[src/rrd_pkg.sv]
package rrd_pkg;

	localparam int unsigned LEN_W = 31;
	localparam int unsigned WORD_W = 32;
	localparam int unsigned CFG_IDX_W = 2;
	localparam int unsigned OFS_W = 5;

	localparam logic [OFS_W-1:0] CALL_HDR_BYTES = 5'd24;
	localparam logic [WORD_W-1:0] RPC_VERSION = 32'd2;
	localparam logic [WORD_W-1:0] MSG_TYPE_CALL = 32'd0;
	localparam logic [WORD_W-1:0] MAX_KNOWN_PROC = 32'd1;

	localparam logic [LEN_W-1:0] MAX_FRAG_RESET = 31'd52428800;
	localparam logic [WORD_W-1:0] PROGRAM_RESET = 32'd100003;
	localparam logic [WORD_W-1:0] VERSION_RESET = 32'd4;

	localparam logic [CFG_IDX_W-1:0] CFG_MAX_FRAG = 2'd0;
	localparam logic [CFG_IDX_W-1:0] CFG_PROGRAM = 2'd1;
	localparam logic [CFG_IDX_W-1:0] CFG_VERSION = 2'd2;

	localparam logic [2:0] HW_XID = 3'd0;
	localparam logic [2:0] HW_MSG_TYPE = 3'd1;
	localparam logic [2:0] HW_RPC_VERS = 3'd2;
	localparam logic [2:0] HW_PROGRAM = 3'd3;
	localparam logic [2:0] HW_VERSION = 3'd4;
	localparam logic [2:0] HW_PROC = 3'd5;

	localparam logic [1:0] KIND_DATA = 2'd0;
	localparam logic [1:0] KIND_EMPTY = 2'd1;
	localparam logic [1:0] KIND_ERROR = 2'd2;

	localparam logic [2:0] ST_OK = 3'd0;
	localparam logic [2:0] ST_NOT_CALL = 3'd1;
	localparam logic [2:0] ST_RPC_VERS = 3'd2;
	localparam logic [2:0] ST_PROGRAM = 3'd3;
	localparam logic [2:0] ST_VERSION = 3'd4;
	localparam logic [2:0] ST_PROC = 3'd5;
	localparam logic [2:0] ST_SHORT = 3'd6;

	typedef enum logic [2:0] {
		PH_HEADER = 3'b001,
		PH_DATA   = 3'b010,
		PH_ERROR  = 3'b100
	} phase_t;

	typedef struct packed {
		logic [LEN_W-1:0]  max_fragment_length;
		logic [WORD_W-1:0] program_number;
		logic [WORD_W-1:0] program_version;
	} cfg_t;

	typedef struct packed {
		logic [1:0]        result_kind;
		logic [7:0]        data_byte;
		logic              end_of_message;
		logic [WORD_W-1:0] transaction_id;
		logic [WORD_W-1:0] procedure_number;
		logic [2:0]        header_status;
	} result_t;

endpackage

[src/rrd_channels.sv]
interface rrd_stream_if;
	logic       valid;
	logic       ready;
	logic [7:0] stream_byte;

	modport source (output valid, output stream_byte, input ready);
	modport sink (input valid, input stream_byte, output ready);
endinterface

interface rrd_result_if;
	logic        valid;
	logic        ready;
	logic [1:0]  result_kind;
	logic [7:0]  data_byte;
	logic        end_of_message;
	logic [31:0] transaction_id;
	logic [31:0] procedure_number;
	logic [2:0]  header_status;

	modport source (
		output valid, output result_kind, output data_byte, output end_of_message,
		output transaction_id, output procedure_number, output header_status,
		input ready
	);
	modport sink (
		input valid, input result_kind, input data_byte, input end_of_message,
		input transaction_id, input procedure_number, input header_status,
		output ready
	);
endinterface

[src/rrd_front.sv]
module rrd_front (
	input  logic                clk,
	input  logic                arst_n,
	input  rrd_pkg::cfg_t       cfg,
	rrd_stream_if.sink          in_ch,
	input  logic                q_full,
	output logic                push,
	output rrd_pkg::result_t    push_data
);

	rrd_pkg::phase_t                phase_q, n_phase;
	logic [1:0]                     hdr_cnt_q, n_hdr_cnt;
	logic [23:0]                    hdr_shift_q, n_hdr_shift;
	logic [rrd_pkg::LEN_W-1:0]      remain_q, n_remain;
	logic                           last_q, n_last;
	logic [rrd_pkg::OFS_W-1:0]      offset_q, n_offset;
	logic [23:0]                    word_q, n_word;
	logic [rrd_pkg::WORD_W-1:0]     xid_q, n_xid;
	logic [rrd_pkg::WORD_W-1:0]     proc_q, n_proc;
	logic [2:0]                     status_q, n_status;
	logic [31:0]                    hs;
	logic [31:0]                    ws;
	logic                           last_new;
	logic                           eom;
	logic                           fail;
	logic [2:0]                     fail_code;
	logic                           accept;

	assign in_ch.ready = !q_full;
	assign accept = in_ch.valid && !q_full;

	always_comb begin
		n_phase = phase_q;
		n_hdr_cnt = hdr_cnt_q;
		n_hdr_shift = hdr_shift_q;
		n_remain = remain_q;
		n_last = last_q;
		n_offset = offset_q;
		n_word = word_q;
		n_xid = xid_q;
		n_proc = proc_q;
		n_status = status_q;
		hs = {hdr_shift_q, in_ch.stream_byte};
		ws = {word_q, in_ch.stream_byte};
		last_new = last_q | hs[31];
		eom = 1'b0;
		fail = 1'b0;
		fail_code = rrd_pkg::ST_OK;
		push = 1'b0;
		push_data = '0;
		unique case (phase_q)
			rrd_pkg::PH_HEADER: begin
				n_hdr_shift = hs[23:0];
				if (hdr_cnt_q != 2'd3) begin
					n_hdr_cnt = hdr_cnt_q + 2'd1;
				end else begin
					n_hdr_cnt = 2'd0;
					n_last = last_new;
					if (hs[30:0] > cfg.max_fragment_length) begin
						n_phase = rrd_pkg::PH_ERROR;
						push = 1'b1;
						push_data.result_kind = rrd_pkg::KIND_ERROR;
					end else if (hs[30:0] == '0) begin
						if (last_new) begin
							push = 1'b1;
							push_data.result_kind = rrd_pkg::KIND_EMPTY;
							push_data.end_of_message = 1'b1;
							push_data.transaction_id = xid_q;
							push_data.procedure_number = proc_q;
							push_data.header_status = (offset_q < rrd_pkg::CALL_HDR_BYTES) ?
								rrd_pkg::ST_SHORT : status_q;
							n_last = 1'b0;
							n_offset = '0;
							n_word = '0;
							n_xid = '0;
							n_proc = '0;
							n_status = rrd_pkg::ST_OK;
						end
					end else begin
						n_remain = hs[30:0];
						n_phase = rrd_pkg::PH_DATA;
					end
				end
			end
			rrd_pkg::PH_DATA: begin
				if (offset_q < rrd_pkg::CALL_HDR_BYTES) begin
					n_word = ws[23:0];
					if (offset_q[1:0] == 2'd3) begin
						unique case (offset_q[4:2])
							rrd_pkg::HW_XID: n_xid = ws;
							rrd_pkg::HW_MSG_TYPE: begin
								fail = (ws != rrd_pkg::MSG_TYPE_CALL);
								fail_code = rrd_pkg::ST_NOT_CALL;
							end
							rrd_pkg::HW_RPC_VERS: begin
								fail = (ws != rrd_pkg::RPC_VERSION);
								fail_code = rrd_pkg::ST_RPC_VERS;
							end
							rrd_pkg::HW_PROGRAM: begin
								fail = (ws != cfg.program_number);
								fail_code = rrd_pkg::ST_PROGRAM;
							end
							rrd_pkg::HW_VERSION: begin
								fail = (ws != cfg.program_version);
								fail_code = rrd_pkg::ST_VERSION;
							end
							rrd_pkg::HW_PROC: begin
								n_proc = ws;
								fail = (ws > rrd_pkg::MAX_KNOWN_PROC);
								fail_code = rrd_pkg::ST_PROC;
							end
							default: ;
						endcase
					end
					if (fail && status_q == rrd_pkg::ST_OK) begin
						n_status = fail_code;
					end
					n_offset = offset_q + 5'd1;
				end
				n_remain = remain_q - 31'd1;
				if (n_remain == '0) begin
					n_phase = rrd_pkg::PH_HEADER;
					eom = last_q;
				end
				push = 1'b1;
				push_data.result_kind = rrd_pkg::KIND_DATA;
				push_data.data_byte = in_ch.stream_byte;
				push_data.end_of_message = eom;
				if (eom) begin
					push_data.transaction_id = n_xid;
					push_data.procedure_number = n_proc;
					push_data.header_status = (n_offset < rrd_pkg::CALL_HDR_BYTES) ?
						rrd_pkg::ST_SHORT : n_status;
					n_last = 1'b0;
					n_offset = '0;
					n_word = '0;
					n_xid = '0;
					n_proc = '0;
					n_status = rrd_pkg::ST_OK;
				end
			end
			rrd_pkg::PH_ERROR: ;
			default: ;
		endcase
		push = push && accept;
	end

	always_ff @(posedge clk or negedge arst_n) begin
		if (!arst_n) begin
			phase_q <= rrd_pkg::PH_HEADER;
			hdr_cnt_q <= '0;
			hdr_shift_q <= '0;
			remain_q <= '0;
			last_q <= 1'b0;
			offset_q <= '0;
			word_q <= '0;
			xid_q <= '0;
			proc_q <= '0;
			status_q <= rrd_pkg::ST_OK;
		end else if (accept) begin
			phase_q <= n_phase;
			hdr_cnt_q <= n_hdr_cnt;
			hdr_shift_q <= n_hdr_shift;
			remain_q <= n_remain;
			last_q <= n_last;
			offset_q <= n_offset;
			word_q <= n_word;
			xid_q <= n_xid;
			proc_q <= n_proc;
			status_q <= n_status;
		end
	end

endmodule

[src/rrd_queue.sv]
module rrd_queue #(
	parameter int unsigned DEPTH = 4
) (
	input  logic             clk,
	input  logic             arst_n,
	input  logic             push,
	input  rrd_pkg::result_t push_data,
	output logic             full,
	rrd_result_if.source     out_ch
);

	localparam int unsigned PTR_W = (DEPTH > 1) ? $clog2(DEPTH) : 1;
	localparam int unsigned CNT_W = $clog2(DEPTH + 1);

	rrd_pkg::result_t  entry_q [DEPTH];
	logic [PTR_W-1:0]  wr_ptr_q;
	logic [PTR_W-1:0]  rd_ptr_q;
	logic [CNT_W-1:0]  count_q;
	logic              pop;
	rrd_pkg::result_t  head;

	assign full = (count_q == CNT_W'(DEPTH));
	assign out_ch.valid = (count_q != '0);
	assign pop = out_ch.valid && out_ch.ready;
	assign head = entry_q[rd_ptr_q];

	assign out_ch.result_kind = head.result_kind;
	assign out_ch.data_byte = head.data_byte;
	assign out_ch.end_of_message = head.end_of_message;
	assign out_ch.transaction_id = head.transaction_id;
	assign out_ch.procedure_number = head.procedure_number;
	assign out_ch.header_status = head.header_status;

	always_ff @(posedge clk) begin
		if (push) begin
			entry_q[wr_ptr_q] <= push_data;
		end
	end

	always_ff @(posedge clk or negedge arst_n) begin
		if (!arst_n) begin
			wr_ptr_q <= '0;
			rd_ptr_q <= '0;
			count_q <= '0;
		end else begin
			if (push) begin
				wr_ptr_q <= (wr_ptr_q == PTR_W'(DEPTH - 1)) ? '0 : wr_ptr_q + 1'b1;
			end
			if (pop) begin
				rd_ptr_q <= (rd_ptr_q == PTR_W'(DEPTH - 1)) ? '0 : rd_ptr_q + 1'b1;
			end
			if (push && !pop) begin
				count_q <= count_q + 1'b1;
			end else if (pop && !push) begin
				count_q <= count_q - 1'b1;
			end
		end
	end

endmodule

[src/rpc_record_deframer_call_check_top.sv]
// channel   dir  payload                                   handshake
// in_ch     in   stream_byte                               valid/ready
// out_ch    out  result_kind, data_byte, end_of_message,   valid/ready
//                transaction_id, procedure_number, header_status
// cfg       in   cfg_index, cfg_data                       cfg_we
//
// One byte per cycle while not full; a result is queued the cycle its byte is taken.
// The front parser updates counters and compares combinationally for each byte taken.
// A DEPTH-entry queue separates parser and output; in_ch.ready drops only when it is full.
// Reset clears parser state, queue pointers and loads register defaults at once.
module rpc_record_deframer_call_check_top #(
	parameter int unsigned DEPTH = 4
) (
	input  logic                           clk,
	input  logic                           arst_n,
	input  logic                           cfg_we,
	input  logic [rrd_pkg::CFG_IDX_W-1:0]  cfg_index,
	input  logic [rrd_pkg::WORD_W-1:0]     cfg_data,
	rrd_stream_if.sink                     in_ch,
	rrd_result_if.source                   out_ch
);

	rrd_pkg::cfg_t    cfg_q;
	logic             q_full;
	logic             push;
	rrd_pkg::result_t push_data;

	always_ff @(posedge clk or negedge arst_n) begin
		if (!arst_n) begin
			cfg_q.max_fragment_length <= rrd_pkg::MAX_FRAG_RESET;
			cfg_q.program_number <= rrd_pkg::PROGRAM_RESET;
			cfg_q.program_version <= rrd_pkg::VERSION_RESET;
		end else if (cfg_we) begin
			unique case (cfg_index)
				rrd_pkg::CFG_MAX_FRAG: cfg_q.max_fragment_length <= cfg_data[rrd_pkg::LEN_W-1:0];
				rrd_pkg::CFG_PROGRAM: cfg_q.program_number <= cfg_data;
				rrd_pkg::CFG_VERSION: cfg_q.program_version <= cfg_data;
				default: ;
			endcase
		end
	end

	rrd_front u_front (
		.clk       (clk),
		.arst_n    (arst_n),
		.cfg       (cfg_q),
		.in_ch     (in_ch),
		.q_full    (q_full),
		.push      (push),
		.push_data (push_data)
	);

	rrd_queue #(
		.DEPTH (DEPTH)
	) u_queue (
		.clk       (clk),
		.arst_n    (arst_n),
		.push      (push),
		.push_data (push_data),
		.full      (q_full),
		.out_ch    (out_ch)
	);

endmodule

[src/flat_wrapper.sv]
// flat-port wrapper written by rule: the top's interface ports become plain ports
module rpc_record_deframer_call_check_top_flat 
#(
	parameter int unsigned DEPTH = 4
)
  (clk, arst_n, cfg_we, cfg_index, cfg_data, in_ch_valid, in_ch_stream_byte, in_ch_ready, out_ch_valid, out_ch_result_kind, out_ch_data_byte, out_ch_end_of_message, out_ch_transaction_id, out_ch_procedure_number, out_ch_header_status, out_ch_ready);
  rrd_stream_if in_ch_i ();
  rrd_result_if out_ch_i ();
  input  logic clk;
  input  logic arst_n;
  input  logic cfg_we;
  input  logic [rrd_pkg::CFG_IDX_W-1:0] cfg_index;
  input  logic [rrd_pkg::WORD_W-1:0] cfg_data;
  input wire logic [$bits(in_ch_i.valid)-1:0] in_ch_valid;
  input wire logic [$bits(in_ch_i.stream_byte)-1:0] in_ch_stream_byte;
  output wire logic [$bits(in_ch_i.ready)-1:0] in_ch_ready;
  output wire logic [$bits(out_ch_i.valid)-1:0] out_ch_valid;
  output wire logic [$bits(out_ch_i.result_kind)-1:0] out_ch_result_kind;
  output wire logic [$bits(out_ch_i.data_byte)-1:0] out_ch_data_byte;
  output wire logic [$bits(out_ch_i.end_of_message)-1:0] out_ch_end_of_message;
  output wire logic [$bits(out_ch_i.transaction_id)-1:0] out_ch_transaction_id;
  output wire logic [$bits(out_ch_i.procedure_number)-1:0] out_ch_procedure_number;
  output wire logic [$bits(out_ch_i.header_status)-1:0] out_ch_header_status;
  input wire logic [$bits(out_ch_i.ready)-1:0] out_ch_ready;
  assign in_ch_i.valid = in_ch_valid;
  assign in_ch_i.stream_byte = in_ch_stream_byte;
  assign in_ch_ready = in_ch_i.ready;
  assign out_ch_valid = out_ch_i.valid;
  assign out_ch_result_kind = out_ch_i.result_kind;
  assign out_ch_data_byte = out_ch_i.data_byte;
  assign out_ch_end_of_message = out_ch_i.end_of_message;
  assign out_ch_transaction_id = out_ch_i.transaction_id;
  assign out_ch_procedure_number = out_ch_i.procedure_number;
  assign out_ch_header_status = out_ch_i.header_status;
  assign out_ch_i.ready = out_ch_ready;
  rpc_record_deframer_call_check_top #(.DEPTH(DEPTH)) u_core (.clk(clk), .arst_n(arst_n), .cfg_we(cfg_we), .cfg_index(cfg_index), .cfg_data(cfg_data), .in_ch(in_ch_i), .out_ch(out_ch_i));
endmodule
[config.mk]
export PLATFORM = sky130hd
export DESIGN_NAME = rpc_record_deframer_call_check_top_flat
export DESIGN_NICKNAME = d
export VERILOG_FILES = /design/src/rrd_pkg.sv /design/src/rrd_channels.sv /design/src/rrd_front.sv /design/src/rrd_queue.sv /design/src/rpc_record_deframer_call_check_top.sv /design/src/flat_wrapper.sv
export SDC_FILE = /design/constraint.sdc
export NUM_CORES = 1
export LEC_CHECK = 0
export ABC_AREA = 0
export ABC_CLOCK_PERIOD_IN_PS = 4690
export BUFFER_PORTS_ARGS = -buffer_cell sky130_fd_sc_hd__buf_4
export CAP_MARGIN = 20
export CORE_ASPECT_RATIO = 0.7
export CORE_MARGIN = 5
export CORE_UTILIZATION = 32
export CTS_CLUSTER_SIZE = 20
export DETAILED_ROUTE_END_ITERATION = 10
export PLACE_DENSITY_LB_ADDON = 0.1
export SETUP_SLACK_MARGIN = 0.02
export SLEW_MARGIN = 0
export SYNTH_ARGS = -nofsm -noshare
export SYNTH_HDL_FRONTEND = slang
export SYNTH_SLANG_ARGS = --single-unit
[constraint.sdc]
create_clock -name clk -period 4.69 [get_ports clk]
set_clock_uncertainty 0.2 [all_clocks]
set_input_delay 0.469 -clock clk [delete_from_list [all_inputs] [get_ports clk]]
set_output_delay 0.469 -clock clk [all_outputs]
set_load 0.01 [all_outputs]
[Word level (Yosys, flattened, before mapping)]
Memories as Yosys holds them, arrays and structs flattened.
Cells that the tools add are included.
Storage, ports and cells
  register bits after elaboration: 259
  bits in writable memories: 312
  input bits: 47
  output and inout bits: 80
  word-level logic and storage cells: 167
  memories: 1
Cells by class
  add/subtract/negate cells: 7
  magnitude comparators: 4
  equality and inequality tests: 26
  multiplexer cells: 85
  bitwise operators: 1
  reduce and logical (&&, ||, !) cells: 27
Memory list
  u_core.u_queue.entry_q: depth 4, width 78, read ports 1, clocked after memory_dff 0, wr ports 1, line rrd_queue.sv:15  | rrd_pkg::result_t entry_q [DEPTH];
Operator list (count)
  32-bit 2-to-1 mux: 12
  68-bit 2-to-1 mux: 4
  24-bit 2-to-1 mux: 6
  68-bit one-hot mux with 2 select lines: 1
  32-bit one-hot mux with 2 select lines: 2
  31-bit 2-to-1 mux: 3
  67-bit 2-to-1 mux: 1
  32-bit != test: 2
  31-bit zero test: 2
  31-bit one-hot mux with 2 select lines: 1
  3-bit 2-to-1 mux: 16
  24-bit one-hot mux with 2 select lines: 1
  5-bit 2-to-1 mux: 7
  32-bit by 1-bit greater-than comparator with 1-bit output (second input constant): 1
  32-bit by 2-bit != test with 1-bit output (second input constant): 1
  32-bit nonzero test: 1
  31-bit greater-than comparator: 1
  31-bit by 1-bit subtractor with 31-bit output (second input constant): 1
  1-bit 2-to-1 mux: 17
  2-bit != test (second input constant): 8
  3-bit one-hot mux with 5 select lines: 1
  2-bit 2-to-1 mux: 6
  3-bit one-hot mux with 2 select lines: 2
  5-bit less-than comparator (second input constant): 2
  other kinds (26): 51

[Depth between registers and ports, before layout]
Gate-level depths: netlist of the first run.
  word-level depth: 11
  mapped depth: 15
  mapped depth without buffers: 14

[By module]
From an unflattened synthesis of the first run, not the netlist that was laid out.
Second synthesis, totals
  cell total of the unflattened synthesis: 1656
  area total of the unflattened synthesis: 24995.2 um^2
Modules (own cells, without submodules)
  rrd_queue: instances 1, cells an instance 445, area an instance 11762.5 um^2, seq. area each 9544.2 um^2
  rrd_front: instances 1, cells an instance 1009, area an instance 9628.0 um^2, seq. area each 3930.0 um^2
  rpc_record_deframer_call_check_top: instances 1, cells an instance 202, area an instance 3604.7 um^2, seq. area each 2392.3 um^2

[Least setup slack after synthesis of the first run]
OpenSTA, ideal clock, no wires.
  path type: input to register
  from: input port in_ch_stream_byte[0]
  to: memory u_core.u_queue.entry_q[2][0] in the netlist's numbering, enable pin
  setup time: 445 ps
  data arrival time: 3971 ps
  data required time: 4045 ps
  setup slack: 74 ps
  stages on the path: 10
  path through: clkbuf_1 -> inv_1 -> ha_1 -> nand4_1 -> nor4_1 -> a21o_1 -> o22ai_1 -> nor2_1 -> a21oi_1 -> and2_1
On the way
  word-level cells in the longest chain between the ends: 8
  elaborated cells between the ends (all ways): 9
Ends and longest elaborated chain
  start, declared: line flat_wrapper.sv:15  | input wire logic [$bits(in_ch_i.stream_byte)-1:0] in_ch_stream_byte;
  parallel branches: the longest is 2 deep, another holds 31-bit greater-than comparator
  1-bit 2-to-1 mux *: line rrd_front.sv:59  | if (hs[30:0] > cfg.max_fragment_length) begin
  1-bit 2-to-1 mux *: line rrd_front.sv:54  | if (hdr_cnt_q != 2'd3) begin
  1-bit one-hot mux with 2 select lines *: line rrd_front.sv:51  | unique case (phase_q)
  1-bit logical AND *: line rrd_front.sv:145  | push = push && accept;
  net u_core.push: line rpc_record_deframer_call_check_top.sv:25  | logic push;
  1-bit 2-to-1 mux *: line rrd_queue.sv:35  | if (push) begin
  1-bit 2-to-1 mux (implied by the code) *: line rrd_queue.sv:36  | entry_q[wr_ptr_q] <= push_data;
  end, declared: line rrd_queue.sv:15
Mark *: on every way through the listed nets, which the timed path passes.

[Worst setup path in the final report of the first run]
  from: register u_core.u_front.hdr_shift_q[5]
  to: register u_core.u_front.remain_q[27] in the netlist's numbering
On the way
  word-level cells in the longest chain between the ends: 3
  elaborated cells between the ends (all ways): 5
Ends and longest elaborated chain
  start, declared: line rrd_front.sv:13  | logic [23:0] hdr_shift_q, n_hdr_shift;
  start signal, assigned: line rrd_front.sv:163  | hdr_shift_q <= n_hdr_shift;
  31-bit greater-than comparator or 31-bit zero test (tied branches): line rrd_front.sv:59, rrd_front.sv:63
  2-bit != test (no line)
  5-bit AND reduction (no line) *
  end signal, assigned: line rrd_front.sv:164  | remain_q <= n_remain;
  end, declared: line rrd_front.sv:14  | logic [rrd_pkg::LEN_W-1:0] remain_q, n_remain;
Every way passes the cells marked *; elsewhere a longest branch is shown, timed or not.
A chain may end at the register's enable or synchronous reset.

==> results of run 1 <==
-- cell families (layout without fill, tap and decap cells) --
| logic type | after synthesis | after routing | share of synthesized area (%) |
|---|---|---|---|
| compound gates | 409 | 409 | 11.4 |
| flops | 571 | 571 | 62.0 |
| fa+ha+maj | 45 | 45 | 2.23 |
| mux | 167 | 167 | 10.8 |
| simple gates | 418 | 418 | 10.0 |
| xor+xnor | 8 | 8 | 0.274 |
| buf+inv | 197 | 391 | 3.35 |
-- worst reg2reg max path: stages, from the launching register on --
cell	delay [ns]
dfrtp_1	0.52
ha_1	0.40
nand4_1	0.17
nor4_1	0.76
and2_1	0.23
o22ai_1	0.29
o41ai_1	0.51
and2_1	0.66
buf_4	0.32
a21oi_1	0.08
a21oi_1	0.15
-- power groups by stage --
stage	Sequential, mW	Clock [mW]	Combinational [mW]
5_1_grt	7.84	4.95	6.00
2_1_floorplan	7.00	0	3.74
6_report	7.68	4.58	5.51
4_1_cts	7.69	4.74	5.65
3_3_place_gp	7.77	0	5.58
3_5_place_dp	7.78	0	5.61
-- stage by stage --
step / hold slack, ns / power [mW] / utilization [%] / std cells
5_1_grt: 0.0371 / 18.8 / 38.2 / 3065
4_1_cts: 0.0299 / 18.1 / 38.2 / 3065
2_1_floorplan: -0.0266 / 10.7 / - / 1815
6_report: 0.0666 / 17.8 / 38.2 / 3065
3_3_place_gp: 0.278 / 13.4 / 35.4 / 2920
3_5_place_dp: 0.275 / 13.4 / 35.4 / 2920
-- cell usage after synthesis, drive strengths merged (11+ instances only) --
library cell    n
edfxtp        312
dfrtp         246
a22o          153
o21ai         100
mux2           87
nand2          87
clkbuf         82
mux4           78
a21oi          75
buf            63
nor2           61
inv            52
ha             44
nand3          37
nor4           29
nor3           26
nand4b         25
nand4          20
and3           16
or4bb          16
nor4b          14
or3            14
and2           13
dfstp          13
a22oi          12
nor4bb         11
-- metal layers --
layer | track usage, % | routed length, um | part of all wire (%) | vias to the layer above
met1 | 27.3 | 38200 | 50 | 8603
met5 | 0 | 0 | 0 | -
met3 | 3.05 | 4010 | 5.2 | 75
met4 | 3.43 | 1160 | 1.5 | 0
li1 | - | - | - | 7400
met2 | 26.5 | 33300 | 43 | 406
-- final timing paths --
path | depth (start not counted) | to | start
hold / removal | 4 | u_core.cfg_q[71] | cfg_index[0]
hold reg to reg | 1 | u_core.u_queue.count_q[2] | u_core.u_queue.count_q[2]
max in group asynchronous | 3 | u_core.cfg_q[89] | arst_n
min in group asynchronous | 2 | u_core.u_front.hdr_shift_q[17] | arst_n
setup / recovery | 10 | u_core.u_front.remain_q[27] | u_core.u_front.hdr_shift_q[5]
setup reg to reg | 10 | u_core.u_front.remain_q[27] | u_core.u_front.hdr_shift_q[5]
-- sequential cells by signal, indices dropped and copies added, names as in the netlist, 5 cells and up --
signal	flops
u_core.cfg_q	95
u_core.u_front.hdr_shift_q	24
u_core.u_front.offset_q	5
u_core.u_front.proc_q	32
u_core.u_front.remain_q	31
u_core.u_front.word_q	24
u_core.u_front.xid_q	32
u_core.u_queue.entry_q	312
-- timing repair --
action | CTS | global route
hold buffers | 35 | 0
endpoints found under the setup margin | 0 | 0
hold endpoints to repair | 188 | 0
-- cell type report --
type,instances,area (sq um),area share (%)
inverter,52,195,0.647
tap,1056,1320,4.38
clock buffer,80,1580,5.25
timing repair buffer,229,2000,6.64
clock inverter,30,293,0.971
multi-input combinational,1047,8890,29.5
sequential,571,15900,52.6
==> impl_metrics.csv, run 1 <==
group,metric,value,unit
global_routing,grt_max_degree,98,
drt,dr.pass1.iters,8,
logic_synthesis,yosys.area.top_type,"edfxtp_1",
global_routing,antenna_found_initial,2,
power_and_ir_drop,peakVddDrop,0.265,mV
drt,drtAntennaViolNets,0,
floorplanning,initial_core_util,32.4,%
floorplanning,core,79000,sq um
worst_setup_path,critical_path.top_delay_family,"simple AND/OR/NAND/NOR gates",
worst_setup_path,cpPeakStageDelay,0.76,ns
clocking,clockBufferDepth,3,
floorplanning,dieWidth,348,um
logic_synthesis,yosysTopAreaCellShare,36.6,%
logic_synthesis,syn-cell-area,25600,sq um
cells_and_area,final_cell_mix,"312 x edfxtp_1, 242 x dfrtp_1, 178 x buf_4, 153 x a22o_1, 98 x o21ai_0",
cells_and_area,num_antenna_cells,0,
global_routing,first_global_vias,16600,
logic_synthesis,syn_inst,1815,
power_and_ir_drop,p_sw_share,33.8,%
global_routing,grtUsageTotal,17.8,%
worst_setup_path,critical_path_required,5.03,ns
timing,post-route-period-util,93.8,%
logic_synthesis,synth_edf_count,312,
drt,vias_per_cell,5.38,
timing,fin_setup_tns,0,ns
logic_synthesis,synth_area_leaders,"edfxtp_1 37%, dfrtp_1 24%, mux4_2 6.9%",
power_and_ir_drop,switchingPower,6.01,mW
clocking,cts_setup_buffers,0,
worst_setup_path,cp.arrival,4.74,ns
logic_synthesis,yosysUniqueCellTypes,83,
drt,vias,16500,
job,drv_cap,0,
drt,remaining_drc_errors,0,
clocking,clockRootBuffer,"clkbuf_16",
timing,rsz0062_at_grt,"false",
logic_synthesis,ys_ff_latch,571,
clocking,clock_latency,0.64,ns
cells_and_area,design_area,30200,sq um
floorplanning,ios,127,
logic_synthesis,synth_nets,1907,
logic_synthesis,ys_seq_area_share,62.0,%
timing,relSlewSlack,30.9,%
placement,hpwlAfterDp,49900,um
cells_and_area,drive_gt1_share,24.2,%
clocking,cts_max_level,2,
timing,clock.fmax,0.227,GHz
power_and_ir_drop,power.leakage,11.4,nW
placement,port_buffers,126,
global_routing,grt.overflow.total,0,
timing,finalMaxSlewViolations,0,
power_and_ir_drop,seq_power_share,43.2,%
placement,place_area,27900,sq um
global_routing,grt_first_pass_wirelength,115000,um
placement,dp_worst_setup_slack,0.143,ns
timing,setup_viol,0,
worst_setup_path,cpMaxStageDelayCell,"nor4_1",
timing,period_needed,4.40,ns
drt,dr.first_iter.drc_count,1399,
worst_setup_path,path_cells,"ha_1 -> nand4_1 -> nor4_1 -> and2_1 -> o22ai_1 -> o41ai_1 -> and2_1 -> buf_4 -> a21oi_1 -> a21oi_1",
cells_and_area,areaGrowthSynthToFinish,17.8,%
timing,hold_viol,0,
outcome,status,"finished, final reports clean",
cells_and_area,nFillCells,7497,
drt,post_drt_wl_per_cell,25.0,um
placement,place.gp.congestion,0.825,
power_and_ir_drop,p_per_area,589,nW/um^2
clocking,cts_resized,0,
logic_synthesis,yosys_most_used_dff,"edfxtp_1",
power_and_ir_drop,pwr-share-clk,25.8,%
cells_and_area,layout_commonest_cell,"edfxtp_1",
timing,tightest_slew,1.03,ns
floorplanning,die_height,247,um
logic_synthesis,synth-async-reset-ratio,45.4,%
power_and_ir_drop,internal_power,11.8,mW
worst_setup_path,r2r_setup_slack,0.29,ns
clocking,clock-sinks,571,
worst_setup_path,crit_fanout,14,
worst_setup_path,crit_path_end_kind,"flop",
timing,setup_slack,0.289,ns
worst_setup_path,crit_type,"flop to flop",
logic_synthesis,syn_avg_cell_area,14.1,sq um
clocking,cts_tree,"done",
drt,totalWireLength,76700,um
power_and_ir_drop,p_comb_share,31.0,%
floorplanning,die_area,85800,sq um
cells_and_area,final_nets,2051,
worst_setup_path,crit_buf_inv,1,
clocking,clk_pin_slew_worst_paths,0.07,ns
logic_synthesis,ys_warn_count,0,
floorplanning,core.rowCount,86,
worst_hold_path,min_path_type,"input pin to flop",
worst_setup_path,start_kind,"flop",
clocking,numCtsBuffers,58,
No activity file was read; power rests on OpenSTA's default activity.
==> run 2: changes to the inputs <==
--- a/config.mk
+++ b/config.mk
@@ -10,8 +10,8 @@
 export BUFFER_PORTS_ARGS = -buffer_cell sky130_fd_sc_hd__buf_4
 export CAP_MARGIN = 20
 export CORE_ASPECT_RATIO = 0.7
-export CORE_MARGIN = 5
-export CORE_UTILIZATION = 32
+export CORE_UTILIZATION = 50
+export CTS_CLUSTER_DIAMETER = 200
 export CTS_CLUSTER_SIZE = 20
 export DETAILED_ROUTE_END_ITERATION = 10
 export PLACE_DENSITY_LB_ADDON = 0.1
==> run 2 against run 1 <==
  * Wire length fell by 14%
  * Via count is 1.1% lower
  * Hold slack improved by 0.043 ns
  * Global-route usage grew 8.0 points
  * Total power down 10%
  * Cell count is 14% lower
  * Clock power shrank 33%
  * Setup slack better by 0.12 ns
  * Critical path depth stayed put
  * Combinational power down 3%
  * Sequential share of layout area grew 2.6 points
==> impl_metrics.csv, run 2 (synthesized netlist as in run 1, its figures left out) <==
group,metric,value,unit
drt,totalWireLength,66000,um
power_and_ir_drop,peakVddDrop,0.284,mV
floorplanning,die_area,52100,sq um
cells_and_area,top_register,"u_core.u_queue.entry_q",
worst_hold_path,min_path_type,"input pin to flop",
timing,period_needed,4.28,ns
drt,drtAntennaViolNets,0,
drt,post_drt_wl_per_cell,25.1,um
outcome,status,"finished, final reports clean",
global_routing,grt_first_pass_wirelength,100000,um
worst_hold_path,min-delay-start,"in_ch_valid",
cells_and_area,reg.largest.list,"u_core.u_queue.entry_q: 312 flops, u_core.cfg_q: 95 flops",
cells_and_area,layout_commonest_cell,"edfxtp_1",
drt,dr.first_iter.drc_count,1349,
power_and_ir_drop,p_per_area,556,nW/um^2
power_and_ir_drop,switchingPower,5.42,mW
power_and_ir_drop,power.leakage,11.0,nW
clocking,clock-sinks,571,
floorplanning,ios,127,
clocking,numCtsBuffers,34,
timing,clock.fmax,0.234,GHz
global_routing,antenna_found_initial,1,
global_routing,grt_max_degree,122,
timing,fin_setup_tns,0,ns
cells_and_area,largest_register_ffs,312,
floorplanning,core.rowCount,68,
power_and_ir_drop,pwr-share-clk,19.1,%
placement,place.gp.congestion,0.945,
clocking,clockBufferDepth,3,
placement,dp.cells,2528,
timing,tightest_slew,1.05,ns
placement,port_buffers,126,
placement,dp_worst_setup_slack,0.181,ns
global_routing,first_global_vias,15800,
timing,finalMaxSlewViolations,0,
cells_and_area,final_nets,2024,
floorplanning,dieWidth,272,um
floorplanning,die_height,191,um
job,drv_cap,0,
worst_setup_path,cp.arrival,4.52,ns
global_routing,grt.overflow.total,0,
cells_and_area,drive_gt1_share,22.6,%
cells_and_area,areaGrowthSynthToFinish,12.4,%
timing,relSlewSlack,30.2,%
floorplanning,core,49900,sq um
power_and_ir_drop,internal_power,10.6,mW
placement,hpwlAfterDp,43000,um
clocking,cts_tree,"done",
timing,setup_slack,0.412,ns
clocking,clock_latency,0.56,ns
power_and_ir_drop,total_power,16.0,mW
worst_setup_path,start_kind,"flop",
drt,vias,16300,
timing,setup_viol,0,
clocking,cts_max_level,2,
worst_setup_path,crit_path_start,"u_core.u_front.remain_q[0]",
cells_and_area,layoutNonFillerInstCount,2624,
clocking,clockRootBuffer,"clkbuf_16",
worst_setup_path,r2r-start,"u_core.u_front.remain_q[0]",
drt,vias_per_cell,6.22,
worst_setup_path,r2r_setup_slack,0.41,ns
worst_setup_path,crit_type,"flop to flop",
timing,post-route-period-util,91.2,%
power_and_ir_drop,p_comb_share,33.3,%
power_and_ir_drop,p_sw_share,33.9,%
global_routing,grtUsageTotal,25.8,%
floorplanning,initial_core_util,51.2,%
timing,hold_viol,0,
worst_setup_path,critical_path_required,4.93,ns
cells_and_area,final_cell_mix,"312 x edfxtp_1, 242 x dfrtp_1, 177 x buf_4, 153 x a22o_1, 98 x o21ai_0",
timing,rsz0062_at_grt,"false",
power_and_ir_drop,seq_power_share,47.6,%
clocking,clk_pin_slew_worst_paths,0.09,ns
drt,dr.pass1.iters,6,
cells_and_area,nFillCells,3950,
drt,remaining_drc_errors,0,
worst_setup_path,crit_path_end_kind,"flop",
worst_setup_path,crit_fanout,26,
-- run 2: changes by cell type in the layout (fill, tap and decap cells not counted), sizes merged --
cell         before  now
clkinv           22    1
bufinv            3    0
inv              53   55
diode             0    1
clkbuf           80   58
buf             194  193
clkinvlp          4    0
dlygate4sd3      35   33
-- run 2: layer usage --
| layer | track usage (%) | vias to the layer above | wire length (um) |
|---|---|---|---|
| li1 | - | 7313 | - |
| met1 | 39.7 | 8372 | 31200 |
| met2 | 37.9 | 552 | 28800 |
| met3 | 5.39 | 72 | 4950 |
| met4 | 4.71 | 0 | 1120 |
| met5 | 0 | - | 0 |
-- run 2: timing repair --
item | CTS | global route
hold buffers | 33 | 0
gates resized for setup | 0 | 1
endpoints found under the setup margin | 0 | 1
buffers inserted | 0 | 0
endpoints found under the hold margin | 189 | 0
-- run 2: critical path: stages (launching register included) --
cell and delay [ns]:
dfrtp_1 0.50, inv_1 0.14, ha_1 0.29, nor4b_4 0.44, nand4_1 0.23, or4_4 0.50, a2111oi_2 0.35, nand4_1 0.14
or3_4 0.44, a31o_1 0.54, mux2_2 0.41
-- run 2: final cells by class --
cell class / instances / area (sq um) / share of cell area (%)
sequential: 571 / 15900 / 55.2
multi-input combinational: 1047 / 8890 / 30.9
timing repair buffer: 226 / 1970 / 6.87
clock buffer: 58 / 941 / 3.27
tap: 665 / 832 / 2.89
inverter: 52 / 195 / 0.679
clock inverter: 4 / 45.0 / 0.157
antenna: 1 / 2.50 / 0.00870
-- run 2: per-stage QoR --
stage / utilization, % / hold slack, ns / area (sq um)
floorplan: - / -0.0266 / 25600
global placement: 54.9 / 0.282 / 27400
detailed placement: 54.9 / 0.286 / 27400
CTS: 57.6 / 0.0903 / 28800
global route: 57.6 / 0.126 / 28800
finish: 57.6 / 0.109 / 28800
-- run 2: path summary, 6_finish.rpt --
| path | endpoint | cells past startpoint |
|---|---|---|
| max in group asynchronous | u_core.cfg_q[41] | 3 |
| min in group asynchronous | u_core.u_front.hdr_shift_q[16] | 2 |
| worst min-delay path | u_core.u_front.last_q | 4 |
| worst max register to register | u_core.u_front.offset_q[0] | 10 |
| worst min register to register | u_core.u_queue.count_q[2] | 1 |
| worst max-delay path | u_core.u_front.offset_q[0] | 10 |
-- run 2: power groups by stage --
stage | sequential (mW) | combinational [mW] | clock, mW
after floorplan | 7.00 | 3.74 | 0
final | 7.61 | 5.33 | 3.06
after CTS | 7.59 | 5.40 | 3.11
after global routing | 7.75 | 5.78 | 3.29
after global placement | 7.66 | 5.30 | 0
after detailed placement | 7.69 | 5.36 | 0
